--- src/rtl/binary_max_heap_queue_macros.svh ---
// Assertion shorthands for the heap queue. Clock clk, reset arst_n.
`ifndef BINARY_MAX_HEAP_QUEUE_MACROS_SVH
`define BINARY_MAX_HEAP_QUEUE_MACROS_SVH

// cond must hold at every edge out of reset
`define BMHQ_ASSERT_ALWAYS(lbl, cond, msg) \
	lbl: assert property (@(posedge clk) disable iff (!arst_n) (cond)) else $error(msg);

// cons must hold at the edge after ante
`define BMHQ_ASSERT_NEXT(lbl, ante, cons, msg) \
	lbl: assert property (@(posedge clk) disable iff (!arst_n) (ante) |=> (cons)) else $error(msg);

// cons must hold at the same edge as ante
`define BMHQ_ASSERT_SAME(lbl, ante, cons, msg) \
	lbl: assert property (@(posedge clk) disable iff (!arst_n) (ante) |-> (cons)) else $error(msg);

`endif

--- src/rtl/bmhq_pkg.sv ---
package bmhq_pkg;

	localparam int KEY_W  = 32;
	localparam int CAP_W  = 7;
	localparam int ACT_W  = 2;
	localparam int STAT_W = 2;

	localparam logic [CAP_W-1:0] CAP_RESET = 7'd64;

	localparam logic [ACT_W-1:0] ACT_INSERT = 2'd0;
	localparam logic [ACT_W-1:0] ACT_POP    = 2'd1;
	localparam logic [ACT_W-1:0] ACT_PEEK   = 2'd2;

	localparam logic [STAT_W-1:0] ST_DONE  = 2'd0;
	localparam logic [STAT_W-1:0] ST_FULL  = 2'd1;
	localparam logic [STAT_W-1:0] ST_EMPTY = 2'd2;

	typedef enum logic [3:0] {
		S_IDLE,
		S_UP_CHK,
		S_UP_CMP,
		S_DN_KEY,
		S_DN_CHK,
		S_DN_LEFT,
		S_DN_RIGHT,
		S_DN_CMP,
		S_FINISH
	} state_t;

endpackage

--- src/rtl/binary_max_heap_queue.sv ---
// Binary max-heap priority queue of signed 32-bit keys. Each item on the input
// channel is an insert (action 0), a pop of the maximum (action 1) or a peek
// (action 2, and the unused code 3); each gives exactly one result item with
// the maximum after the operation (zero when empty), a valid flag, the entry
// count and a status (0 done, 1 insert rejected because full, 2 pop rejected
// because empty). A rejected item leaves the heap untouched. The keys live in
// a MAX_ENTRIES x 32 memory with one write port and one registered read port,
// walked by a small sequencer around a single signed comparator; the root is
// mirrored in a register so peeks never touch the memory. The block takes one
// item at a time and drops ready while it works. A peek, a reject or a pop of
// the only entry needs no memory traffic. An insert climbs level by level,
// reading the parent, then comparing and writing; a pop moves the last entry
// to the root and sinks it with a left read, right read, compare and write per
// level on the one read port. A finished result waits in an output register;
// the next item is accepted while it waits. capacity_limit (the single config
// register, reset 64) caps the count at min(capacity_limit, MAX_ENTRIES); write
// it only while the block is idle. The key memory needs no clearing after
// reset: only entries below the count are ever used.

`include "binary_max_heap_queue_macros.svh"

module binary_max_heap_queue #(
	parameter int MAX_ENTRIES = 64
) (
	input  logic                                clk,
	input  logic                                arst_n,
	// config write channel
	input  logic                                cfg_valid,
	output logic                                cfg_ready,
	input  logic [bmhq_pkg::CAP_W-1:0]          cfg_data,
	// request channel
	input  logic                                in_valid,
	output logic                                in_ready,
	input  logic [bmhq_pkg::ACT_W-1:0]          action,
	input  logic signed [bmhq_pkg::KEY_W-1:0]   value,
	// result channel
	output logic                                out_valid,
	input  logic                                out_ready,
	output logic signed [bmhq_pkg::KEY_W-1:0]   top_value,
	output logic                                top_valid,
	output logic [bmhq_pkg::CAP_W-1:0]          entry_count,
	output logic [bmhq_pkg::STAT_W-1:0]         status
);

	// PW holds a 1-based heap position 1..MAX_ENTRIES, AW the memory address.
	localparam int PW = $clog2(MAX_ENTRIES + 1);
	localparam int AW = (MAX_ENTRIES > 1) ? $clog2(MAX_ENTRIES) : 1;
	// common width for the capacity compare
	localparam int CW = (PW > bmhq_pkg::CAP_W) ? PW : bmhq_pkg::CAP_W;
	localparam logic [CW-1:0] MAX_CW = CW'(MAX_ENTRIES);

	bmhq_pkg::state_t state_q, state_d;

	// control state
	logic [bmhq_pkg::CAP_W-1:0] capacity_q;
	logic [PW-1:0]              count_q;
	logic                       out_valid_q;

	// datapath
	logic [PW-1:0]                     pos_q;    // current hole
	logic [PW-1:0]                     cidx_q;   // chosen child position
	logic signed [bmhq_pkg::KEY_W-1:0] key_q;    // key being moved
	logic signed [bmhq_pkg::KEY_W-1:0] child_q;  // larger child so far
	logic signed [bmhq_pkg::KEY_W-1:0] top_q;    // copy of root entry
	logic [bmhq_pkg::STAT_W-1:0]       stat_q;

	logic signed [bmhq_pkg::KEY_W-1:0] top_value_q;
	logic                              top_valid_q;
	logic [bmhq_pkg::CAP_W-1:0]        entry_count_q;
	logic [bmhq_pkg::STAT_W-1:0]       status_q;

	// key memory
	logic signed [bmhq_pkg::KEY_W-1:0] mem_q [MAX_ENTRIES];
	logic signed [bmhq_pkg::KEY_W-1:0] rd_q;
	logic [PW-1:0]                     rd_pos;
	logic                              wr_en;
	logic [PW-1:0]                     wr_pos;
	logic signed [bmhq_pkg::KEY_W-1:0] wr_data;

	// shared comparator: cmp_a < cmp_b, signed
	logic signed [bmhq_pkg::KEY_W-1:0] cmp_a, cmp_b;
	logic                              cmp_lt;

	logic          accept;
	logic          full;
	logic [CW-1:0] cap_eff;
	logic [PW:0]   left_w;     // 2*pos, one bit wider
	logic          has_left;
	logic          has_right;
	logic          slot_free;

	assign accept    = in_valid && in_ready;
	assign cap_eff   = (CW'(capacity_q) > MAX_CW) ? MAX_CW : CW'(capacity_q);
	assign full      = CW'(count_q) >= cap_eff;
	assign left_w    = {pos_q, 1'b0};
	assign has_left  = left_w <= {1'b0, count_q};
	assign has_right = cidx_q < count_q;
	assign slot_free = !out_valid_q || out_ready;
	assign cmp_lt    = cmp_a < cmp_b;

	assign cfg_ready   = 1'b1;
	assign in_ready    = (state_q == bmhq_pkg::S_IDLE);
	assign out_valid   = out_valid_q;
	assign top_value   = top_value_q;
	assign top_valid   = top_valid_q;
	assign entry_count = entry_count_q;
	assign status      = status_q;

	// ---------------------------------------------------------------
	// next state
	// ---------------------------------------------------------------
	always_comb begin
		state_d = state_q;
		case (state_q)
			bmhq_pkg::S_IDLE: begin
				if (accept) begin
					case (action)
						bmhq_pkg::ACT_INSERT: state_d = full ? bmhq_pkg::S_FINISH
							: bmhq_pkg::S_UP_CHK;
						bmhq_pkg::ACT_POP: begin
							// popping the last entry needs no memory traffic
							if (count_q > PW'(1)) state_d = bmhq_pkg::S_DN_KEY;
							else state_d = bmhq_pkg::S_FINISH;
						end
						default: state_d = bmhq_pkg::S_FINISH;
					endcase
				end
			end
			bmhq_pkg::S_UP_CHK: begin
				if (pos_q == PW'(1)) state_d = bmhq_pkg::S_FINISH;
				else state_d = bmhq_pkg::S_UP_CMP;
			end
			bmhq_pkg::S_UP_CMP: begin
				if (cmp_lt) state_d = bmhq_pkg::S_UP_CHK;
				else state_d = bmhq_pkg::S_FINISH;
			end
			bmhq_pkg::S_DN_KEY: state_d = bmhq_pkg::S_DN_CHK;
			bmhq_pkg::S_DN_CHK: begin
				if (has_left) state_d = bmhq_pkg::S_DN_LEFT;
				else state_d = bmhq_pkg::S_FINISH;
			end
			bmhq_pkg::S_DN_LEFT: begin
				if (has_right) state_d = bmhq_pkg::S_DN_RIGHT;
				else state_d = bmhq_pkg::S_DN_CMP;
			end
			bmhq_pkg::S_DN_RIGHT: state_d = bmhq_pkg::S_DN_CMP;
			bmhq_pkg::S_DN_CMP: begin
				if (cmp_lt) state_d = bmhq_pkg::S_DN_CHK;
				else state_d = bmhq_pkg::S_FINISH;
			end
			bmhq_pkg::S_FINISH: begin
				if (slot_free) state_d = bmhq_pkg::S_IDLE;
			end
			default: state_d = bmhq_pkg::S_IDLE;
		endcase
	end

	// ---------------------------------------------------------------
	// memory port and comparator operand selection
	// ---------------------------------------------------------------
	always_comb begin
		rd_pos  = count_q;           // idle: last entry, for a pop
		wr_en   = 1'b0;
		wr_pos  = pos_q;
		wr_data = key_q;
		cmp_a   = key_q;
		cmp_b   = child_q;
		case (state_q)
			bmhq_pkg::S_UP_CHK: begin
				rd_pos = pos_q >> 1;
				// reached the root: the key lands here
				wr_en  = (pos_q == PW'(1));
			end
			bmhq_pkg::S_UP_CMP: begin
				cmp_a   = rd_q;      // parent
				cmp_b   = key_q;
				wr_en   = 1'b1;
				wr_data = cmp_lt ? rd_q : key_q;
			end
			bmhq_pkg::S_DN_CHK: begin
				rd_pos = left_w[PW-1:0];
				wr_en  = !has_left;
			end
			bmhq_pkg::S_DN_LEFT: begin
				rd_pos = cidx_q + PW'(1);
			end
			bmhq_pkg::S_DN_RIGHT: begin
				cmp_a = child_q;     // left < right picks right
				cmp_b = rd_q;
			end
			bmhq_pkg::S_DN_CMP: begin
				cmp_a   = key_q;
				cmp_b   = child_q;
				wr_en   = 1'b1;
				wr_data = cmp_lt ? child_q : key_q;
			end
			default: begin
				rd_pos = count_q;
			end
		endcase
	end

	// memory: one write, one registered read
	always_ff @(posedge clk) begin
		if (wr_en) begin
			mem_q[AW'(wr_pos - PW'(1))] <= wr_data;
		end
		rd_q <= mem_q[AW'(rd_pos - PW'(1))];
	end

	// ---------------------------------------------------------------
	// control registers
	// ---------------------------------------------------------------
	always_ff @(posedge clk or negedge arst_n) begin
		if (!arst_n) begin
			state_q     <= bmhq_pkg::S_IDLE;
			capacity_q  <= bmhq_pkg::CAP_RESET;
			count_q     <= '0;
			out_valid_q <= 1'b0;
		end else begin
			state_q <= state_d;
			if (cfg_valid && cfg_ready) begin
				capacity_q <= cfg_data;
			end
			if (accept) begin
				if (action == bmhq_pkg::ACT_INSERT && !full) begin
					count_q <= count_q + PW'(1);
				end else if (action == bmhq_pkg::ACT_POP && count_q != '0) begin
					count_q <= count_q - PW'(1);
				end
			end
			if (state_q == bmhq_pkg::S_FINISH && slot_free) begin
				out_valid_q <= 1'b1;
			end else if (out_ready) begin
				out_valid_q <= 1'b0;
			end
		end
	end

	// ---------------------------------------------------------------
	// datapath registers
	// ---------------------------------------------------------------
	always_ff @(posedge clk) begin
		if (wr_en && wr_pos == PW'(1)) begin
			top_q <= wr_data;
		end
		case (state_q)
			bmhq_pkg::S_IDLE: begin
				if (accept) begin
					key_q  <= value;
					pos_q  <= (action == bmhq_pkg::ACT_INSERT) ? count_q + PW'(1)
						: PW'(1);
					if (action == bmhq_pkg::ACT_INSERT && full) begin
						stat_q <= bmhq_pkg::ST_FULL;
					end else if (action == bmhq_pkg::ACT_POP && count_q == '0) begin
						stat_q <= bmhq_pkg::ST_EMPTY;
					end else begin
						stat_q <= bmhq_pkg::ST_DONE;
					end
				end
			end
			bmhq_pkg::S_UP_CMP: begin
				if (cmp_lt) pos_q <= pos_q >> 1;
			end
			bmhq_pkg::S_DN_KEY: key_q <= rd_q;   // former last entry
			bmhq_pkg::S_DN_CHK: cidx_q <= left_w[PW-1:0];
			bmhq_pkg::S_DN_LEFT: child_q <= rd_q;
			bmhq_pkg::S_DN_RIGHT: begin
				if (cmp_lt) begin
					child_q <= rd_q;
					cidx_q  <= cidx_q + PW'(1);
				end
			end
			bmhq_pkg::S_DN_CMP: begin
				if (cmp_lt) pos_q <= cidx_q;
			end
			bmhq_pkg::S_FINISH: begin
				if (slot_free) begin
					top_value_q   <= (count_q != '0) ? top_q : '0;
					top_valid_q   <= (count_q != '0);
					entry_count_q <= bmhq_pkg::CAP_W'(count_q);
					status_q      <= stat_q;
				end
			end
			default: begin
			end
		endcase
	end

	// ---------------------------------------------------------------
	// assertions
	// ---------------------------------------------------------------
	`BMHQ_ASSERT_ALWAYS(a_count_in_range, CW'(count_q) <= MAX_CW, "count above storage")
	`BMHQ_ASSERT_SAME(a_write_in_heap, wr_en, (wr_pos != '0) && (wr_pos <= count_q), "write outside heap")
	`BMHQ_ASSERT_NEXT(a_full_keeps_count, accept && action == bmhq_pkg::ACT_INSERT && full, count_q == $past(count_q), "rejected insert changed count")
	`BMHQ_ASSERT_NEXT(a_result_waits, out_valid_q && !out_ready, out_valid_q && $stable(status_q), "result lost before taken")

endmodule

--- config.mk ---
export PLATFORM = sky130hd
export DESIGN_NAME = binary_max_heap_queue
export DESIGN_NICKNAME = d
export VERILOG_FILES = /design/src/rtl/bmhq_pkg.sv /design/src/rtl/binary_max_heap_queue.sv
export VERILOG_INCLUDE_DIRS = /design/src /design/src/rtl
export SDC_FILE = /design/constraint.sdc
export NUM_CORES = 2
export LEC_CHECK = 0
export BUFFER_PORTS_ARGS = -buffer_cell sky130_fd_sc_hd__buf_2
export CORE_MARGIN = 2
export CORE_UTILIZATION = 57
export DETAILED_ROUTE_END_ITERATION = 10
export MAX_ROUTING_LAYER = met4
export PLACE_DENSITY_LB_ADDON = 0.1
export SKIP_LAST_GASP = 1
export SYNTH_ARGS = -nofsm -noshare
export SYNTH_HDL_FRONTEND = slang
export SYNTH_SLANG_ARGS = --single-unit
--- constraint.sdc ---
create_clock -name clk -period 18 [get_ports clk]
set_input_delay 1.8 -clock clk [delete_from_list [all_inputs] [get_ports clk]]
set_output_delay 1.8 -clock clk [all_outputs]
set_load 0.02 [all_outputs]
# --- Word level (Yosys, flattened, before mapping) ---
# Memories as Yosys holds them, arrays and structs flattened. A register that Yosys moved wholly into a read port is not among the register bits.
# Index checks and enable logic that the tools add are counted.
totals:
  regBits: 173
  ram_bits: 2048
  in_bits: 46
  out_inout_bits: 45
  elab_cells: 108
  memories: 1
classes:
  add_sub_neg: 5
  n_lt_le_gt_ge: 6
  n_eq_ne: 15
  n_mux: 37
  n_reduce_logical: 30
memory_table:
  columns: ["memory", "depth", "word_bits", "rd", "rd_ports_with_merged_regs", "wr", "line_no", "text"]
  rows:
  - ["mem_q", 64, 32, 1, 1, 1, "binary_max_heap_queue.sv:73", "logic signed [bmhq_pkg::KEY_W-1:0] mem_q [MAX_ENTRIES];"]
op_table:
  columns: ["op", "count"]
  rows:
  - ["32-bit case mux with 2 select lines", 5]
  - ["32-bit 2-to-1 mux", 4]
  - ["7-bit 2-to-1 mux", 8]
  - ["4-bit case mux with 9 select lines", 1]
  - ["32-bit < comparator", 1]
  - ["4-bit 2-to-1 mux", 8]
  - ["7-bit case mux with 3 select lines", 1]
  - ["6-bit case mux with 3 select lines", 1]
  - ["4-bit by 3-bit == test with 1-bit output, second input constant", 4]
  - ["7-bit by 1-bit adder with 7-bit output, second input constant", 2]
  - ["7-bit case mux with 2 select lines", 1]
  - ["2-bit AND reduction", 7]
  - ["6-bit by 1-bit subtractor with 6-bit output, second input constant", 2]
  - ["2-bit nonzero test", 5]
  - ["4-bit by 2-bit == test with 1-bit output, second input constant", 2]
  - ["8-bit by 7-bit less-or-equal comparator with 1-bit output", 1]
  - ["2-bit != test, second input constant", 4]
  - ["4-bit case mux with 2 select lines", 1]
  - ["7-bit by 1-bit == test with 1-bit output, second input constant", 1]
  - ["7-bit >= comparator", 1]
  - ["7-bit by 1-bit greater-than comparator with 1-bit output, second input constant", 1]
  - ["7-bit greater-than comparator, second input constant", 1]
  - ["1-bit logical AND", 7]
  - ["7-bit logical NOT", 1]
  - ["17 further kinds", 23]

# --- Longest topological paths before layout ---
depth:
  ltp_word: 7
  ltp_mapped: 20
  depth_no_buf: 13

# --- Least setup slack after synthesis ---
# OpenSTA, ideal clock, no wires.
synth_timing:
  path_kind: "reg2reg"
  from: "register state_q[2]"
  to: "register child_q[0] (netlist name) (enable)"
  setup_time_ps: 466
  arrival_ps: 5742
  required_ps: 17534
  path_slack_ps: 11793
  path_stages_with_launch: 19
  path_buffers: 6
  synth_period_minus_slack_ps: 6207
  path_cell_list: "dfrtp_1 -> buf_2 -> buf_4 -> clkbuf_1 -> clkbuf_1 -> buf_1 -> mux2i_1 -> nand2_1 -> o21ai_0 -> ha_1 -> a21o_1 -> a21o_1 -> a21oi_1 -> o211ai_1 -> a21oi_1 -> o41a_1 -> o21ai_0 -> clkbuf_1 -> o21ai_0"
synth_between:
  elab_chain_cells: 5
  word_cells_on_any_way: 9
  classes_between: "1 x order compare; 4 x eq/ne; 2 x mux; 2 x reduce/logical"
synth_lines:
  columns: ["item", "line_no", "text"]
  rows:
  - ["start: declaration", "binary_max_heap_queue.sv:52", "bmhq_pkg::state_t state_q, state_d;"]
  - ["start signal: assignment", "binary_max_heap_queue.sv:216", "state_q <= bmhq_pkg::S_IDLE;"]
  - ["start signal: assignment", "binary_max_heap_queue.sv:221", "state_q <= state_d;"]
  - ["4-bit by 3-bit == test with 1-bit output / 4-bit by 2-bit == test with 1-bit output (equally long branches)", "binary_max_heap_queue.sv:168, binary_max_heap_queue.sv:247", null]
  - ["32-bit case mux with 2 select lines", "binary_max_heap_queue.sv:168", "case (state_q)"]
  - ["32-bit < comparator", "binary_max_heap_queue.sv:99", "assign cmp_lt = cmp_a < cmp_b;"]
  - ["2-bit != test (no source line)", null, null]
  - ["2-bit AND reduction (no source line) *", null, null]
  - ["end signal: assignment", "binary_max_heap_queue.sv:267", "bmhq_pkg::S_DN_LEFT: child_q <= rd_q;"]
  - ["end signal: assignment", "binary_max_heap_queue.sv:270", "child_q <= rd_q;"]
  - ["end: declaration", "binary_max_heap_queue.sv:63", "logic signed [bmhq_pkg::KEY_W-1:0] child_q;"]
# Mark *: on every way between the ends. The rest lies on a longest branch, timed or not.
# A chain may end at the register's enable or synchronous reset.

# --- Worst setup path after layout ---
layout_timing:
  from: "register state_q[0]"
  to: "register rd_q[10] (netlist name), read port of mem_q"
layout_between:
  elab_chain_cells: 3
  word_cells_on_any_way: 5
  classes_between: "1 x add/sub; 3 x eq/ne; 1 x mux"
layout_lines:
  columns: ["item", "line_no", "text"]
  rows:
  - ["4-bit by 3-bit == test with 1-bit output / 4-bit by 1-bit == test with 1-bit output (equally long branches)", "binary_max_heap_queue.sv:168", null]
  - ["6-bit case mux with 3 select lines *", "binary_max_heap_queue.sv:168", null]
  - ["6-bit by 1-bit subtractor with 6-bit output *", "binary_max_heap_queue.sv:208", "rd_q <= mem_q[AW'(rd_pos - PW'(1))];"]
  - ["end: declaration", "binary_max_heap_queue.sv:74", "logic signed [bmhq_pkg::KEY_W-1:0] rd_q;"]
# Marked as above.

==> metrics.cfg <==
[run_status]
status=completed

[place]
gp_congestion=0.8877
hpwl_um=119800
dpl-instance-area_mm2=0.09312
port_buffers=89

[setup_path]
slowest_delay_ns=0.91
arrival_ns=8.10
critPathCaptureType=flop
crit_required_ns=18.68
crit_path_start_kind=flop
reg2reg_from=state_q[0]
crit_family=buffers and inverters
worst-setup-path-type=reg -> reg
cp_common_cell=buf_4
path_cells=nor2_4, nor2_4, nor2_1, a31oi_4, buf_4, ha_4, buf_4, buf_4, buf_4, mux4_2, mux4_2, mux2i_1, mux2i_1
cp_num_buf_inv=4
critical-path-slowest-cell=buf_4
path_max_fanout=67
startpoint=state_q[0]

[clock_tree]
cts-root-buf=clkbuf_16
htreeDepth=4
cts.clk_slew.worst_paths_ns=0.06
cts.sinks=2253
cts_resized=0
cts_buffer_depth=3
clock_latency_ns=0.85
cts_setup_buffers=0
cts_tree=built
cts_buffers=217
cts_hold_buf=0

[grt]
grt_overflow=0
grt_start_max_net_pins=106
grt_usage_pct=29.98
grt_pass1_wl_um=320800
grt_pass1_vias=42500
antenna_found_initial=10

[sta]
timing.final.crit_share_pct=41.22
finalHoldViolations=0
max_freq_ghz=0.1348
rsz0062_at_grt=false
final_max_slew_viol_count=0
clock_skew_ns=0.06774
setup_tns_ns=0
whs_ns=0.4325
setup_viol=0
relSlewSlack_pct=14.62
fin_crit_ns=7.420
tightest_slew_ns=1.273

[route]
wl_per_cell_um=35.29
drt_iter0_drc=6295
ant_nets=0
wl_um=227300
vias=43640
routed_via_density=6.775
remaining_drc_errors=0
drt-pass1-iter-count=7

[synthesis]
yosysSeqAreaShare_pct=75.61
syn_area_mm2=0.08893
synthArstFlopShare_pct=0.8433
yosysUniqueCellTypes=68
synthCells=3973
ys.flop_type=edfxtp_1
ys_ff_latch=2253
avgSynthCellArea_um2=22.38
yosysWarnings=0
syn_nets=4077
synth_edf_count=2202

[layout]
syn2layout_area_growth_pct=12.60
final_common_cell=edfxtp_1
nFillCells=10000
drive_gt1_share_pct=30.55
final_area_mm2=0.1001
fin_nets=4307
final_cell_mix=2202 x edfxtp_1, 638 x mux4_2, 219 x clkbuf_16

[floorplan]
die_x_um=399.0
core_mm2=0.1546
dieHeight_um=399.0
row_count=144
start_util_pct=57.53
boundaryPins=91
die_area_mm2=0.1592

[run]
max_cap_viol_count=0

[min_path]
holdCritStartpoint=stat_q[0]
hp-class=reg -> reg

## metrics by stage
step	utilization (%)	setup slack [ns]	instances
6_report	64.78	10.58	6441
5_1_grt	64.77	10.25	6438
2_1_floorplan	-	11.79	3973
4_1_cts	64.77	10.52	6437
3_5_place_dp	60.24	10.50	6028
3_3_place_gp	60.24	10.43	6028
## logic make-up (layout without fill, tap and decap cells)
kind of cell / after synthesis / count (layout) / share of synthesized area (%)
AO/OA/AOI/OAI: 240 / 240 / 1.787
XOR/XNOR: 24 / 24 / 0.2659
adder cells (fa/ha/maj): 58 / 58 / 0.8160
buffers and inverters: 239 / 659 / 1.258
flip-flops: 2253 / 2253 / 75.61
multiplexers: 846 / 846 / 18.55
other: 1 / 5 / 0.004217
AND/OR/NAND/NOR: 312 / 312 / 1.705
## final cells by class
type                       count  area, um2  share of cell area (%)
inverter                      21      78.83                 0.07872
clock buffer                 296       5939                   5.931
sequential                  2253      67240                   67.15
clock inverter               113       1070                   1.068
timing repair buffer         229       1521                   1.519
tap                         2044       2557                   2.554
multi-input combinational   1481      21720                   21.69
antenna                        4      10.01                0.009996
## synth_stat cells, drive strengths merged, types with 2 or more instances
master / n / area, um2
a2111oi: 2 / 23.77
a211o: 2 / 17.52
a211oi: 4 / 30.03
a21o: 16 / 120.1
a21oi: 51 / 255.2
a221oi: 3 / 26.28
a22oi: 40 / 300.3
a31oi: 5 / 31.28
and2: 34 / 212.7
and3: 2 / 12.51
buf: 98 / 589.3
clkbuf: 120 / 450.4
dfrtp: 18 / 450.4
dfxtp: 32 / 640.6
edfxtp: 2202 / 66120
ha: 58 / 725.7
inv: 21 / 78.83
mux2: 40 / 450.4
mux2i: 168 / 1682
mux4: 638 / 14370
nand2: 79 / 296.5
nand2b: 10 / 62.56
nand3: 12 / 60.06
nand3b: 3 / 22.52
nand4: 11 / 68.82
nor2: 89 / 349.1
nor2b: 7 / 43.79
nor3: 32 / 160.2
nor3b: 4 / 35.03
nor4: 15 / 93.84
o211ai: 2 / 15.01
o21a: 2 / 15.01
o21ai: 62 / 310.3
o221ai: 2 / 23.77
o22a: 3 / 26.28
o22ai: 5 / 31.28
o2bb2ai: 32 / 280.3
or2: 4 / 25.03
or3: 5 / 31.28
xnor2: 14 / 122.6
xor2: 10 / 113.9
## worst reg2reg max path: stages (launching register included)
cell and delay, ns:
dfrtp_1 0.88, nor2_4 0.14, nor2_4 0.17, nor2_1 0.08, a31oi_4 0.14, buf_4 0.60
ha_4 0.68, buf_4 0.82, buf_4 0.90, buf_4 0.97, mux4_2 0.52, mux4_2 0.62
mux2i_1 0.63, mux2i_1 0.16
## final timing paths
check                                      to  slack, ns  cells past startpoint
worst max-delay path                 rd_q[10]      10.58                     13
worst min-delay path                status[0]       0.43                      0
worst max register to register       rd_q[10]      10.58                     13
worst min register to register      status[0]       0.43                      0
max in group asynchronous          state_q[2]      16.68                      1
min in group asynchronous       capacity_q[0]       0.91                      1
## flip-flops by register name, indices dropped and copies added (netlist names)
signal       flops
top_valid        1
pos_q            7
rd_q            32
child_q         32
top_q           32
capacity_q       7
state_q          4
status           2
out_valid        1
count_q          7
top_value       32
cidx_q           7
stat_q           2
mem_q         2048
key_q           32
entry_count      7
## layer usage
metal  track usage (%)  routed length (um)
met5                 -                   0
met4             9.090                7089
met3             5.318               24540
met2             43.70              104600
met1             44.17               91030
Power is not shown: default switching activity piles up to over one toggle a cycle in this logic, so the estimate is an artifact.
